==> src/rtl/kpvt_pkg.sv <==
// shared types, constants and fixed-point helpers of the kalman tracker
package kpvt_pkg;

    localparam int FRAC_BITS_DEF = 16;
    localparam int CFG_W         = 31;
    localparam int VAL_W         = 32;
    localparam int IDX_W         = 2;

    // configuration register indexes
    localparam logic [IDX_W-1:0] REG_TIME_STEP  = 2'd0;
    localparam logic [IDX_W-1:0] REG_POS_NOISE  = 2'd1;
    localparam logic [IDX_W-1:0] REG_VEL_NOISE  = 2'd2;
    localparam logic [IDX_W-1:0] REG_MEAS_NOISE = 2'd3;

    // datapath operations, one per sequencer step
    typedef enum logic [4:0] {
        OP_NONE,
        OP_PRED_POS,   // pos += mul(vel,dt)
        OP_DTDT,       // t0 = mul(dt,dt)
        OP_P00_A,      // acc = P00 + q_pos + mul(dt, sat(P10+P01))
        OP_P00_B,      // p00 = sat(acc + mul(t0,P11))
        OP_P01,        // p01 = sat(P01 + mul(dt,P11)), p10 likewise
        OP_P11,        // p11 = sat(P11 + q_vel), S, skip test
        OP_DIV0_START, // start K0 = p00/S
        OP_DIV0_END,
        OP_DIV1_START, // start K1 = p10/S
        OP_DIV1_END,
        OP_CORR_INIT,  // y, c, n
        OP_POS_CORR,
        OP_VEL_CORR,
        OP_C_P00,
        OP_C_P01,
        OP_N_P00,
        OP_N_P01
    } t_op;

    typedef enum logic [2:0] {
        ST_IDLE,
        ST_RUN,
        ST_DIV,
        ST_OUT
    } t_state;

    typedef struct packed {
        t_op  op;
        logic load_meas;
    } t_cmd;

    typedef struct packed {
        logic div_busy;
        logic skip;
    } t_status;

    function automatic logic signed [VAL_W-1:0] sat32(input logic signed [65:0] v);
        if (v > 66'sd2147483647)       return 32'sh7fffffff;
        else if (v < -66'sd2147483648) return 32'sh80000000;
        else                            return v[VAL_W-1:0];
    endfunction

endpackage

==> src/rtl/kpvt_ctrl.sv <==
// sequencer for one filter step
module kpvt_ctrl import kpvt_pkg::*; (
    input  logic    i_clk,
    input  logic    i_rst_n,
    input  logic    i_in_valid,
    output logic    o_in_ready,
    output logic    o_out_valid,
    input  logic    i_out_ready,
    input  t_status i_status,
    output t_cmd    o_cmd
);
    t_state r_state, n_state;
    t_op    r_op, n_op;
    t_op    w_next_op;

    // next operation in program order
    always_comb begin
        unique case (r_op)
            OP_PRED_POS:   w_next_op = OP_DTDT;
            OP_DTDT:       w_next_op = OP_P00_A;
            OP_P00_A:      w_next_op = OP_P00_B;
            OP_P00_B:      w_next_op = OP_P01;
            OP_P01:        w_next_op = OP_P11;
            OP_P11:        w_next_op = OP_DIV0_START;
            OP_DIV0_START: w_next_op = OP_DIV0_END;
            OP_DIV0_END:   w_next_op = OP_DIV1_START;
            OP_DIV1_START: w_next_op = OP_DIV1_END;
            OP_DIV1_END:   w_next_op = OP_CORR_INIT;
            OP_CORR_INIT:  w_next_op = OP_POS_CORR;
            OP_POS_CORR:   w_next_op = OP_VEL_CORR;
            OP_VEL_CORR:   w_next_op = OP_C_P00;
            OP_C_P00:      w_next_op = OP_C_P01;
            OP_C_P01:      w_next_op = OP_N_P00;
            OP_N_P00:      w_next_op = OP_N_P01;
            default:       w_next_op = OP_NONE;
        endcase
    end

    // next state
    always_comb begin
        n_state = r_state;
        n_op    = r_op;
        unique case (r_state)
            ST_IDLE: if (i_in_valid) begin
                n_state = ST_RUN;
                n_op    = OP_PRED_POS;
            end
            ST_RUN: begin
                if (r_op == OP_P11) begin
                    n_op = OP_DIV0_START;
                end else if (r_op == OP_DIV0_START || r_op == OP_DIV1_START) begin
                    n_state = ST_DIV;
                    n_op    = OP_NONE;
                end else if (r_op == OP_DIV1_END) begin
                    n_op = OP_CORR_INIT;
                end else if (w_next_op == OP_NONE) begin
                    n_state = ST_OUT;
                    n_op    = OP_NONE;
                end else begin
                    n_op = w_next_op;
                end
                // skip test result is registered at OP_P11
                if (r_op == OP_DIV0_START && i_status.skip) begin
                    n_state = ST_OUT;
                    n_op    = OP_NONE;
                end
            end
            ST_DIV: if (!i_status.div_busy) begin
                n_state = ST_RUN;
                n_op    = (r_op == OP_NONE) ? OP_DIV0_END : OP_DIV1_END;
            end
            ST_OUT: if (i_out_ready) n_state = ST_IDLE;
            default: n_state = ST_IDLE;
        endcase
    end

    // outputs: gate the division start when the correction is skipped
    always_comb begin
        o_in_ready    = (r_state == ST_IDLE);
        o_out_valid   = (r_state == ST_OUT);
        o_cmd.load_meas = (r_state == ST_IDLE) && i_in_valid;
        o_cmd.op      = OP_NONE;
        if (r_state == ST_RUN) begin
            if (r_op == OP_DIV0_START && i_status.skip) o_cmd.op = OP_NONE;
            else                                         o_cmd.op = r_op;
        end
    end

    // remembers which division is in flight
    logic r_second;
    always_ff @(posedge i_clk) begin
        if (!i_rst_n) begin
            r_state  <= ST_IDLE;
            r_op     <= OP_NONE;
            r_second <= 1'b0;
        end else begin
            r_state <= n_state;
            if (r_state == ST_RUN && r_op == OP_DIV0_START) r_second <= 1'b0;
            if (r_state == ST_RUN && r_op == OP_DIV1_START) r_second <= 1'b1;
            if (r_state == ST_DIV && !i_status.div_busy)
                r_op <= r_second ? OP_DIV1_END : OP_DIV0_END;
            else
                r_op <= n_op;
        end
    end
endmodule

==> config.mk <==
export PLATFORM = sky130hd
export DESIGN_NAME = kpvt_ctrl
export DESIGN_NICKNAME = d
export VERILOG_FILES = /design/src/rtl/kpvt_pkg.sv /design/src/rtl/kpvt_ctrl.sv
export SDC_FILE = /design/constraint.sdc
export NUM_CORES = 1
export LEC_CHECK = 0
export BUFFER_PORTS_ARGS = -buffer_cell sky130_fd_sc_hd__buf_2
export CORE_MARGIN = 1.5
export CORE_UTILIZATION = 51
export CTS_CLUSTER_DIAMETER = 40
export CTS_CLUSTER_SIZE = 14
export DETAILED_ROUTE_END_ITERATION = 10
export GPL_TIMING_DRIVEN = 0
export PLACE_DENSITY_LB_ADDON = 0.2
export SLEW_MARGIN = 20
export SYNTH_ARGS = -nofsm -noshare
export SYNTH_HDL_FRONTEND = slang
export SYNTH_SLANG_ARGS = --single-unit
==> constraint.sdc <==
create_clock -name i_clk -period 2.4 [get_ports i_clk]
set_input_delay 0.12 -clock i_clk [delete_from_list [all_inputs] [get_ports i_clk]]
set_output_delay 0.12 -clock i_clk [all_outputs]
set_load 0.005 [all_outputs]
# Yosys cells after proc, flatten, opt, wreduce, memory -nomap -nowiden
# Memories as Yosys holds them, arrays and structs flattened. A register that Yosys moved wholly into a read port is not among the register bits.
# Cells that the tools add are included.
# W data, S select, Z words.
[totals] register_bits=9 mem_bits_ro=160 output_inout_bits=8 elab_cells=59 n_memories=1
[classes] eq_ne=15 muxes=26 reduce_logical=14
[memory_table] name="(no name shown)" words=32 word_bits=5 read_ports=1 rd_clocked_by_memory_dff=1 write_ports=0 line_no="kpvt_ctrl.sv:18" rtl="unique case (r_op)"
[ops] operator="$mux W5" n=12
[ops] operator="$mux W3" n=8
[ops] operator="$pmux W5 S3" n=1
[ops] operator="$pmux W3 S4" n=1
[ops] operator="$eq A5 B3 Y1 const B" n=2
[ops] operator="$eq A5 B4 Y1 const B" n=2
[ops] operator="$logic_not A5 Y1" n=2
[ops] operator="$ne A4 B4 Y1 const B" n=2
[ops] operator="$eq A3 B2 Y1 const B" n=2
[ops] operator="$ne A3 B2 Y1 const B" n=2
[ops] operator="$reduce_and A6 Y1" n=1
[ops] operator="$logic_and A1 B1 Y1" n=5
[ops] operator="$mux W2" n=2
[ops] operator="$ne A2 B2 Y1 const B" n=2
[ops] operator="$reduce_bool A4 Y1" n=1
[ops] operator="$eq A3 B1 Y1 const B" n=1
[ops] operator="$logic_not A3 Y1" n=1
[ops] operator="$ne A3 B3 Y1 const B" n=1
[ops] operator="$reduce_and A3 Y1" n=1
[ops] operator="$mux W1" n=2
[ops] operator="$ne A2 B1 Y1 const B" n=1
[ops] operator="$reduce_bool A2 Y1" n=1
[ops] operator="$logic_not A1 Y1" n=1
[ops] operator="$logic_or A1 B1 Y1" n=1

# Logic depth before layout (Yosys ltp)
# Gate-level depths: netlist (run 1).
[depth] word_depth=10 depth_mapped=11 depth_no_buf=11

# Worst setup path before layout (run 1)
# Ideal clock, no wire load.
[synth_timing] path_type="reg-to-reg" from="register r_state[0]" to="register, netlist name w_next_op[3]" setup_time_ns=0.124 t_arrival_ns=2.174 setup_slack_ns=0.102 stages_incl_launch_ff=12 path_buffers=0 synth_period_minus_slack_ns=2.298 cell_sequence="dfxtp_1 inv_1 ha_1 mux2_2 o21ai_0 a21oi_1 o31ai_1 o211a_1 ha_1 inv_1 o21ai_0 a21oi_1"
[synth_between] word_cells_on_any_way=12
[synth_lines] element="from (decl)" line_no="kpvt_ctrl.sv:12" rtl="t_state r_state, n_state;"
[synth_lines] element="from (signal assigned)" line_no="kpvt_ctrl.sv:97" rtl="r_state <= n_state;"
[synth_lines] element="$logic_not A3 Y1 *"
[synth_lines] element="named net o_in_ready" line_no="kpvt_ctrl.sv:6" rtl="output logic o_in_ready,"
[synth_lines] element="$ne A3 B2 Y1 (no source line) (tied with other cells)"
[synth_lines] element="$reduce_and A3 Y1 (no source line) / $mux W5 (equally long branches)"
[synth_lines] element="$mux W5 (no source line) * (2 in series)"
# The timed path passes the listed nets; every way through them passes the cells marked *.
# A chain may end at the register's enable or synchronous reset.

# Worst setup path after layout (run 1)
[layout_timing] from="register r_op[3]" to="register, netlist name w_next_op[3]"
[layout_between] elab_chain_len=9 word_cells_on_any_way=17
[layout_lines] element="from (decl)" line_no="kpvt_ctrl.sv:13" rtl="t_op r_op, n_op;"
[layout_lines] element="from (signal assigned)" line_no="kpvt_ctrl.sv:101" rtl="r_op <= r_second ? OP_DIV1_END : OP_DIV0_END;"
[layout_lines] element="from (signal assigned)" line_no="kpvt_ctrl.sv:103" rtl="r_op <= n_op;"
[layout_lines] element="$eq A5 B4 Y1 (tied with other cells)" line_no="kpvt_ctrl.sv:54" rtl="end else if (r_op == OP_DIV1_END) begin"
[layout_lines] element="$mux W5 / $logic_or A1 B1 Y1 (equally long branches)" line_no="kpvt_ctrl.sv:54, kpvt_ctrl.sv:51"
[layout_lines] element="$mux W5" line_no="kpvt_ctrl.sv:51" rtl="end else if (r_op == OP_DIV0_START || r_op == OP_DIV1_START) begin"
[layout_lines] element="$mux W5" line_no="kpvt_ctrl.sv:49" rtl="if (r_op == OP_P11) begin"
[layout_lines] element="$mux W5" line_no="kpvt_ctrl.sv:63" rtl="if (r_op == OP_DIV0_START && i_status.skip) begin"
[layout_lines] element="$pmux W5 S3" line_no="kpvt_ctrl.sv:43" rtl="unique case (r_state)"
[layout_lines] element="$mux W5" line_no="kpvt_ctrl.sv:100" rtl="if (r_state == ST_DIV && !i_status.div_busy)"
[layout_lines] element="$mux W5 (no source line) * (2 in series)"
# Mark *: on every way between the ends. The rest lies on a longest branch, timed or not. The select of a mux whose other input is x is not followed.

==> impl_metrics.py, run 1 <==
metrics = {
    "outcome": {
        "status": "finished, final reports clean",
    },
    "floorplanning": {
        "fp.dieW_um": 50.4,
        "core_area_mm2": 0.00204,
        "rows": 16,
        "die_h_um": 50.4,
        "die-area_mm2": 0.00254,
        "start_util_pct": 56.1,
        "io_pins": 14,
    },
    "placed_design": {
        "dpl-instance-area_mm2": 0.00124,
        "place_congestion": 0.917,
        "post-dp-hpwl_um": 2170,
        "dp.cells": 178,
        "port_buffers": 13,
    },
    "timing": {
        "hold-worst-slack_ns": 0.297,
        "worstMarginPinSlew_ns": 0.490,
        "max-slew-margin-rel_pct": 67.2,
        "period_share_pct": 95.8,
        "setup_violations": 0,
        "drv_slew": 0,
        "layout_min_cycle_time_ns": 2.30,
        "skew_ns": 0.0125,
        "finalHoldViolations": 0,
        "fin_setup_tns_ns": 0,
        "fmax_mhz": 435,
    },
    "clock_tree": {
        "h-tree-depth": 1,
        "clkLatencyLatePin_ns": 0.28,
        "cts_tree": "yes",
        "root_buffer": "clkbuf_4",
        "numCtsBuffers": 3,
        "clkTransAtPathRegs_ns": 0.09,
        "numClockSinks": 13,
        "clockBufferDepth": 2,
    },
    "finish": {
        "area_growth_pct": 15.4,
        "postLayoutCellArea_mm2": 0.00132,
        "stdcell_count": 183,
        "drive_above_1_share_pct": 28.8,
        "antennaDiodeCount": 0,
        "final_net_count": 171,
    },
    "synth": {
        "synth_edf_count": 0,
        "async_flop_share_pct": 0,
        "yosysWarningCount": 0,
        "syn-num-nets": 152,
        "syn_area_mm2": 0.00115,
        "synth_top_flop_cell": "dfxtp_1",
        "ys_seq_area_share_pct": 22.7,
        "syn_avg_cell_area_um2": 8.31,
        "synth-seq-cells": 13,
        "synthDistinctLibCells": 48,
        "syn_inst": 138,
    },
    "route": {
        "ant_nets": 0,
        "drt-pass1-iter-count": 4,
        "drt_wl_total_um": 2870,
        "drt_iter0_drc": 42,
        "detail_route.wl_per_cell_um": 15.7,
        "drc_errors": 0,
        "viasPerCell": 6.21,
        "vias": 1136,
    },
    "setup_path": {
        "crit_path_end_kind": "flip-flop",
        "startpoint_type": "flip-flop",
        "cp.required_ns": 2.61,
        "critPathKind": "reg2reg",
        "startpoint": "r_op[3]",
        "worst_r2r_startpoint": "r_op[3]",
        "worstReg2RegEnd": "w_next_op[3]",
        "cp_max_fo": 10,
        "reg2reg_depth": 11,
        "regToRegSetupSlack_ns": 0.10,
        "cp.arrival_ns": 2.51,
        "endpoint": "w_next_op[3]",
    },
    "grt": {
        "busiest_layer": "met2",
        "grt_usage_pct": 24.6,
        "use_met1_pct": 34.4,
        "grt_pass1_wl_um": 4840,
        "grt_pass1_vias": 1051,
        "antenna_found_initial": 0,
        "grt_max_degree": 11,
        "grt_overflow": 0,
        "grtUsageMet3_pct": 3.57,
        "grt_use_met2_pct": 39.9,
    },
    "pwr": {
        "peakVddDrop_v": 0.000792,
        "p_int_w": 0.000689,
        "p_leak_nw": 0.585,
        "pwr-share-comb_pct": 66.6,
        "p_clk_share_pct": 10.4,
        "power_density_mw_per_mm2": 999,
        "p_sw_w": 0.000632,
        "p_seq_share_pct": 23.0,
        "netSwitchingFraction_pct": 47.8,
    },
    "hold_path": {
        "hold_class": "in2reg",
    },
    "flow_run": {
        "maxCapViolations": 0,
    },
}
[metal layers]
metal  part of all wire, %  vias to the layer above
met2                    47                       53
met4                   1.0                        0
met3                   8.5                        6
met5                     0                        -
met1                    44                      534
li1                      -                      543
[cell usage in the layout (no fill, tap or decap), types with 4 or more instances in the layout]
cell type / n
ha_1: 5
clkbuf_4: 5
inv_1: 10
dfxtp_1: 13
nor2_1: 9
buf_2: 14
nand3_1: 6
nor2b_1: 5
a21oi_1: 11
o21ai_0: 6
and2_1: 4
and3_1: 5
[through the flow]
step	total power, W	util (%)	setup WS (ns)
final	0.00132	64.8	0.101
after global routing	0.00142	64.8	-0.00113
after CTS	0.00126	62.7	0.0219
after detailed placement	0.00109	61.0	-0.219
after global placement	0.00107	61.0	-0.130
after floorplan	0.000904	-	0.102
[logic make-up (layout without fill, tap and decap cells)]
group | count (synthesis) | count (layout) | synth area share [%]
fa+ha+maj | 8 | 8 | 8.73
xor+xnor | 1 | 1 | 0.764
mux | 3 | 3 | 2.73
simple gates | 47 | 47 | 25.5
compound gates | 46 | 46 | 31.4
flops | 13 | 13 | 22.7
buf+inv | 20 | 38 | 8.08
[worst min-delay path by stage]
stage,startpoint,end,slack [ns],depth (start not counted)
floorplan,i_rst_n,r_op[2],0.34,2
global placement,r_second,r_second,0.48,2
detailed placement,r_second,r_second,0.48,2
CTS,i_rst_n,r_op[2],0.28,3
global route,i_rst_n,r_op[2],0.32,3
finish,i_rst_n,r_op[2],0.30,3
[cells in the mapped netlist (3+ instances only)]
master	n	area, um^2
ha_1	8	100
and2_1	4	25.0
nand2b_1	3	18.8
o2111ai_1	3	26.3
nor2_1	9	33.8
o22ai_1	3	18.8
o211a_1	3	30.0
nand2_1	3	11.3
nand3_1	7	35.0
a21oi_1	11	55.1
o21ai_0	8	40.0
inv_1	10	37.5
nor2b_1	5	31.3
and3_1	5	31.3
inv_2	3	11.3
dfxtp_1	13	260
[registers in the layout, summed over array words and instances (netlist names)]
| signal | cells |
|---|---|
| r_second | 1 |
| w_next_op | 5 |
| r_state | 2 |
| r_op | 5 |
[power groups by stage]
stage          Clock [W]  Combinational, W  Sequential (W)
6_report        0.000137          0.000880        0.000304
5_1_grt         0.000148          0.000958        0.000310
4_1_cts         0.000139          0.000816        0.000304
3_5_place_dp           0          0.000783        0.000310
3_3_place_gp           0          0.000764        0.000305
2_1_floorplan          0          0.000604        0.000301
[final cells by class]
class / instances / area [um^2]
multi-input combinational: 105 / 831
fill: 191 / 719
sequential: 13 / 260
timing repair buffer: 14 / 72.6
buffer: 7 / 50.0
inverter: 13 / 48.8
tap: 27 / 33.8
clock buffer: 4 / 26.3
[what timing repair did]
item / in CTS / in global routing
endpoints found under the setup margin: 5 / 5
buffers inserted: 0 / 1
hold buffers: 0 / 0
pin swaps: 0 / 2
gates resized for setup: 3 / 13
[worst max-delay path: stages, from the launching register on]
cell,delay [ns]
dfxtp_1,0.31
buf_4,0.16
or3b_4,0.44
a21oi_2,0.18
o22ai_1,0.12
a21oi_1,0.21
o31ai_2,0.13
o211a_1,0.19
ha_1,0.19
inv_1,0.07
o21ai_1,0.07
a21oi_1,0.17
(Power assumes the default switching activity.)
==> run 2: changes to the inputs <==
--- a/config.mk
+++ b/config.mk
@@ -7,7 +7,7 @@
 export LEC_CHECK = 0
 export BUFFER_PORTS_ARGS = -buffer_cell sky130_fd_sc_hd__buf_2
 export CORE_MARGIN = 1.5
-export CORE_UTILIZATION = 51
+export CORE_UTILIZATION = 41
 export CTS_CLUSTER_DIAMETER = 40
 export CTS_CLUSTER_SIZE = 14
 export DETAILED_ROUTE_END_ITERATION = 10
==> impl_metrics.py, run 2 (synthesis gave the netlist of run 1 again) <==
metrics = {
    "pwr": {
        "peakVddDrop_v": 0.000624,
        "p_leak_nw": 0.587,
        "power_density_mw_per_mm2": 1010,
    },
    "finish": {
        "layout_common_cells": "buf_2 (15), dfxtp_1 (13), a21oi_1 (11)",
        "final_common_cell": "buf_2",
        "postLayoutCellArea_mm2": 0.00134,
        "stdcell_count": 185,
        "final_net_count": 170,
        "drive_above_1_share_pct": 28.4,
        "area_growth_pct": 16.9,
        "antennaDiodeCount": 0,
    },
    "timing": {
        "skew_ns": 0.0111,
        "setup_violations": 0,
        "layout_min_cycle_time_ns": 2.23,
        "fmax_mhz": 449,
        "fin_setup_tns_ns": 0,
        "finalHoldViolations": 0,
        "rsz0062_at_grt": "no",
        "drv_slew": 0,
        "worstMarginPinSlew_ns": 0.491,
        "hold-worst-slack_ns": 0.274,
        "max-slew-margin-rel_pct": 67.2,
        "period_share_pct": 92.7,
    },
    "clock_tree": {
        "clockBufferDepth": 2,
        "h-tree-depth": 1,
        "numClockSinks": 13,
        "clkTransAtPathRegs_ns": 0.09,
        "cts_hold_buf": 0,
        "clkLatencyLatePin_ns": 0.28,
        "root_buffer": "clkbuf_4",
        "numCtsBuffers": 3,
        "post_cts_buffers": 0,
        "cts_tree": "yes",
    },
    "floorplanning": {
        "io_pins": 14,
        "die_h_um": 55.9,
        "fp.dieW_um": 55.9,
        "rows": 18,
        "die-area_mm2": 0.00312,
        "start_util_pct": 44.6,
        "core_area_mm2": 0.00257,
    },
    "setup_path": {
        "cp_max_fo": 10,
        "cp.arrival_ns": 2.40,
        "critPathMostFrequentCell": "a21oi_1",
        "cp_slowest_cell": "o31ai_2",
        "path_cells": "buf_2 -> and4bb_2 -> nand3_4 -> and2_1 -> a21oi_1 -> o31ai_2 -> o211a_1 -> ha_1 -> inv_1 -> o21ai_1 -> a21oi_1",
        "startpoint_type": "flip-flop",
        "worst_r2r_startpoint": "r_op[1]",
        "cp.required_ns": 2.57,
        "regToRegSetupSlack_ns": 0.17,
        "reg2reg_depth": 11,
        "cp_slowest_stage_delay_ns": 0.34,
        "worstReg2RegEnd": "w_next_op[3]",
        "crit_path_end_kind": "flip-flop",
        "critPathKind": "reg2reg",
    },
    "placed_design": {
        "port_buffers": 13,
        "dp.cells": 181,
        "place_congestion": 0.911,
        "dpl-instance-area_mm2": 0.00125,
        "post-dp-hpwl_um": 2340,
    },
    "route": {
        "detail_route.wl_per_cell_um": 16.1,
        "drt_iter0_drc": 59,
        "ant_nets": 0,
        "viasPerCell": 6.15,
        "drc_errors": 0,
        "vias": 1137,
        "drt_wl_total_um": 2990,
        "drt-pass1-iter-count": 4,
    },
    "hold_path": {
        "hold_end": "r_op[2]",
        "hp-start": "i_rst_n",
        "whs_path_depth": 3,
        "hold_class": "in2reg",
    },
    "grt": {
        "grt_max_degree": 11,
        "grt_pass1_wl_um": 5040,
        "grt_pass1_vias": 1010,
        "antenna_found_initial": 0,
        "grt_usage_pct": 20.1,
        "grt_overflow": 0,
    },
    "outcome": {
        "status": "finished, final reports clean",
    },
    "flow_run": {
        "maxCapViolations": 0,
    },
}
[run 2: worst max-delay path by stage]
| stage | startpoint | to | slack [ns] | depth (start not counted) |
|---|---|---|---|---|
| 2_1_floorplan | r_state[0] | w_next_op[3] | 0.10 | 11 |
| 3_3_place_gp | r_state[0] | w_next_op[3] | -0.12 | 11 |
| 3_5_place_dp | r_state[0] | w_next_op[3] | -0.22 | 11 |
| 4_1_cts | r_state[0] | w_next_op[3] | 0.05 | 11 |
| 5_1_grt | r_op[1] | w_next_op[3] | 0.003 | 11 |
| 6_report | r_op[1] | w_next_op[3] | 0.17 | 11 |
[run 2: repair_timing]
action | in CTS | in global routing
resized for setup | 4 | 14
endpoints found under the setup margin | 5 | 4
pin swaps | 0 | 3
gates cloned | 0 | 0
[run 2: worst max-delay path: cells and delay by family, from the launching register on]
kind | cells | cell delay (ns)
AO/OA/AOI/OAI | 5 | 0.88
adder cells (fa/ha/maj) | 1 | 0.16
buffers and inverters | 2 | 0.23
flip-flops | 1 | 0.31
AND/OR/NAND/NOR | 3 | 0.55
[run 2: metrics by stage]
| stage | setup slack, ns | total power, W | util, % |
|---|---|---|---|
| detailed placement | -0.218 | 0.00111 | 48.6 |
| global route | 0.00294 | 0.00145 | 52.2 |
| finish | 0.174 | 0.00135 | 52.2 |
| CTS | 0.0524 | 0.00127 | 50.0 |
| floorplan | 0.102 | 0.000904 | - |
| global placement | -0.121 | 0.00108 | 48.6 |
[run 2: cell type report]
cell class | instances | area (um^2)
fill | 252 | 1230
multi-input combinational | 105 | 847
sequential | 13 | 260
timing repair buffer | 13 | 65.1
buffer | 7 | 55.1
inverter | 13 | 48.8
tap | 30 | 37.5
clock buffer | 4 | 26.3
[run 2: metal layers]
layer	part of all wire, %	track usage, %
met1	44	29.0
met5	0	0
met3	8.6	3.49
met4	1.1	5.44
met2	46	30.8
[run 2: power by group]
| group | switching (W) | leakage, nW | internal, W |
|---|---|---|---|
| sequential | 0.0000338 | 0.106 | 0.000271 |
| combinational | 0.000530 | 0.466 | 0.000375 |
| clock | 0.0000752 | 0.0150 | 0.0000644 |
| total | 0.000639 | 0.587 | 0.000710 |
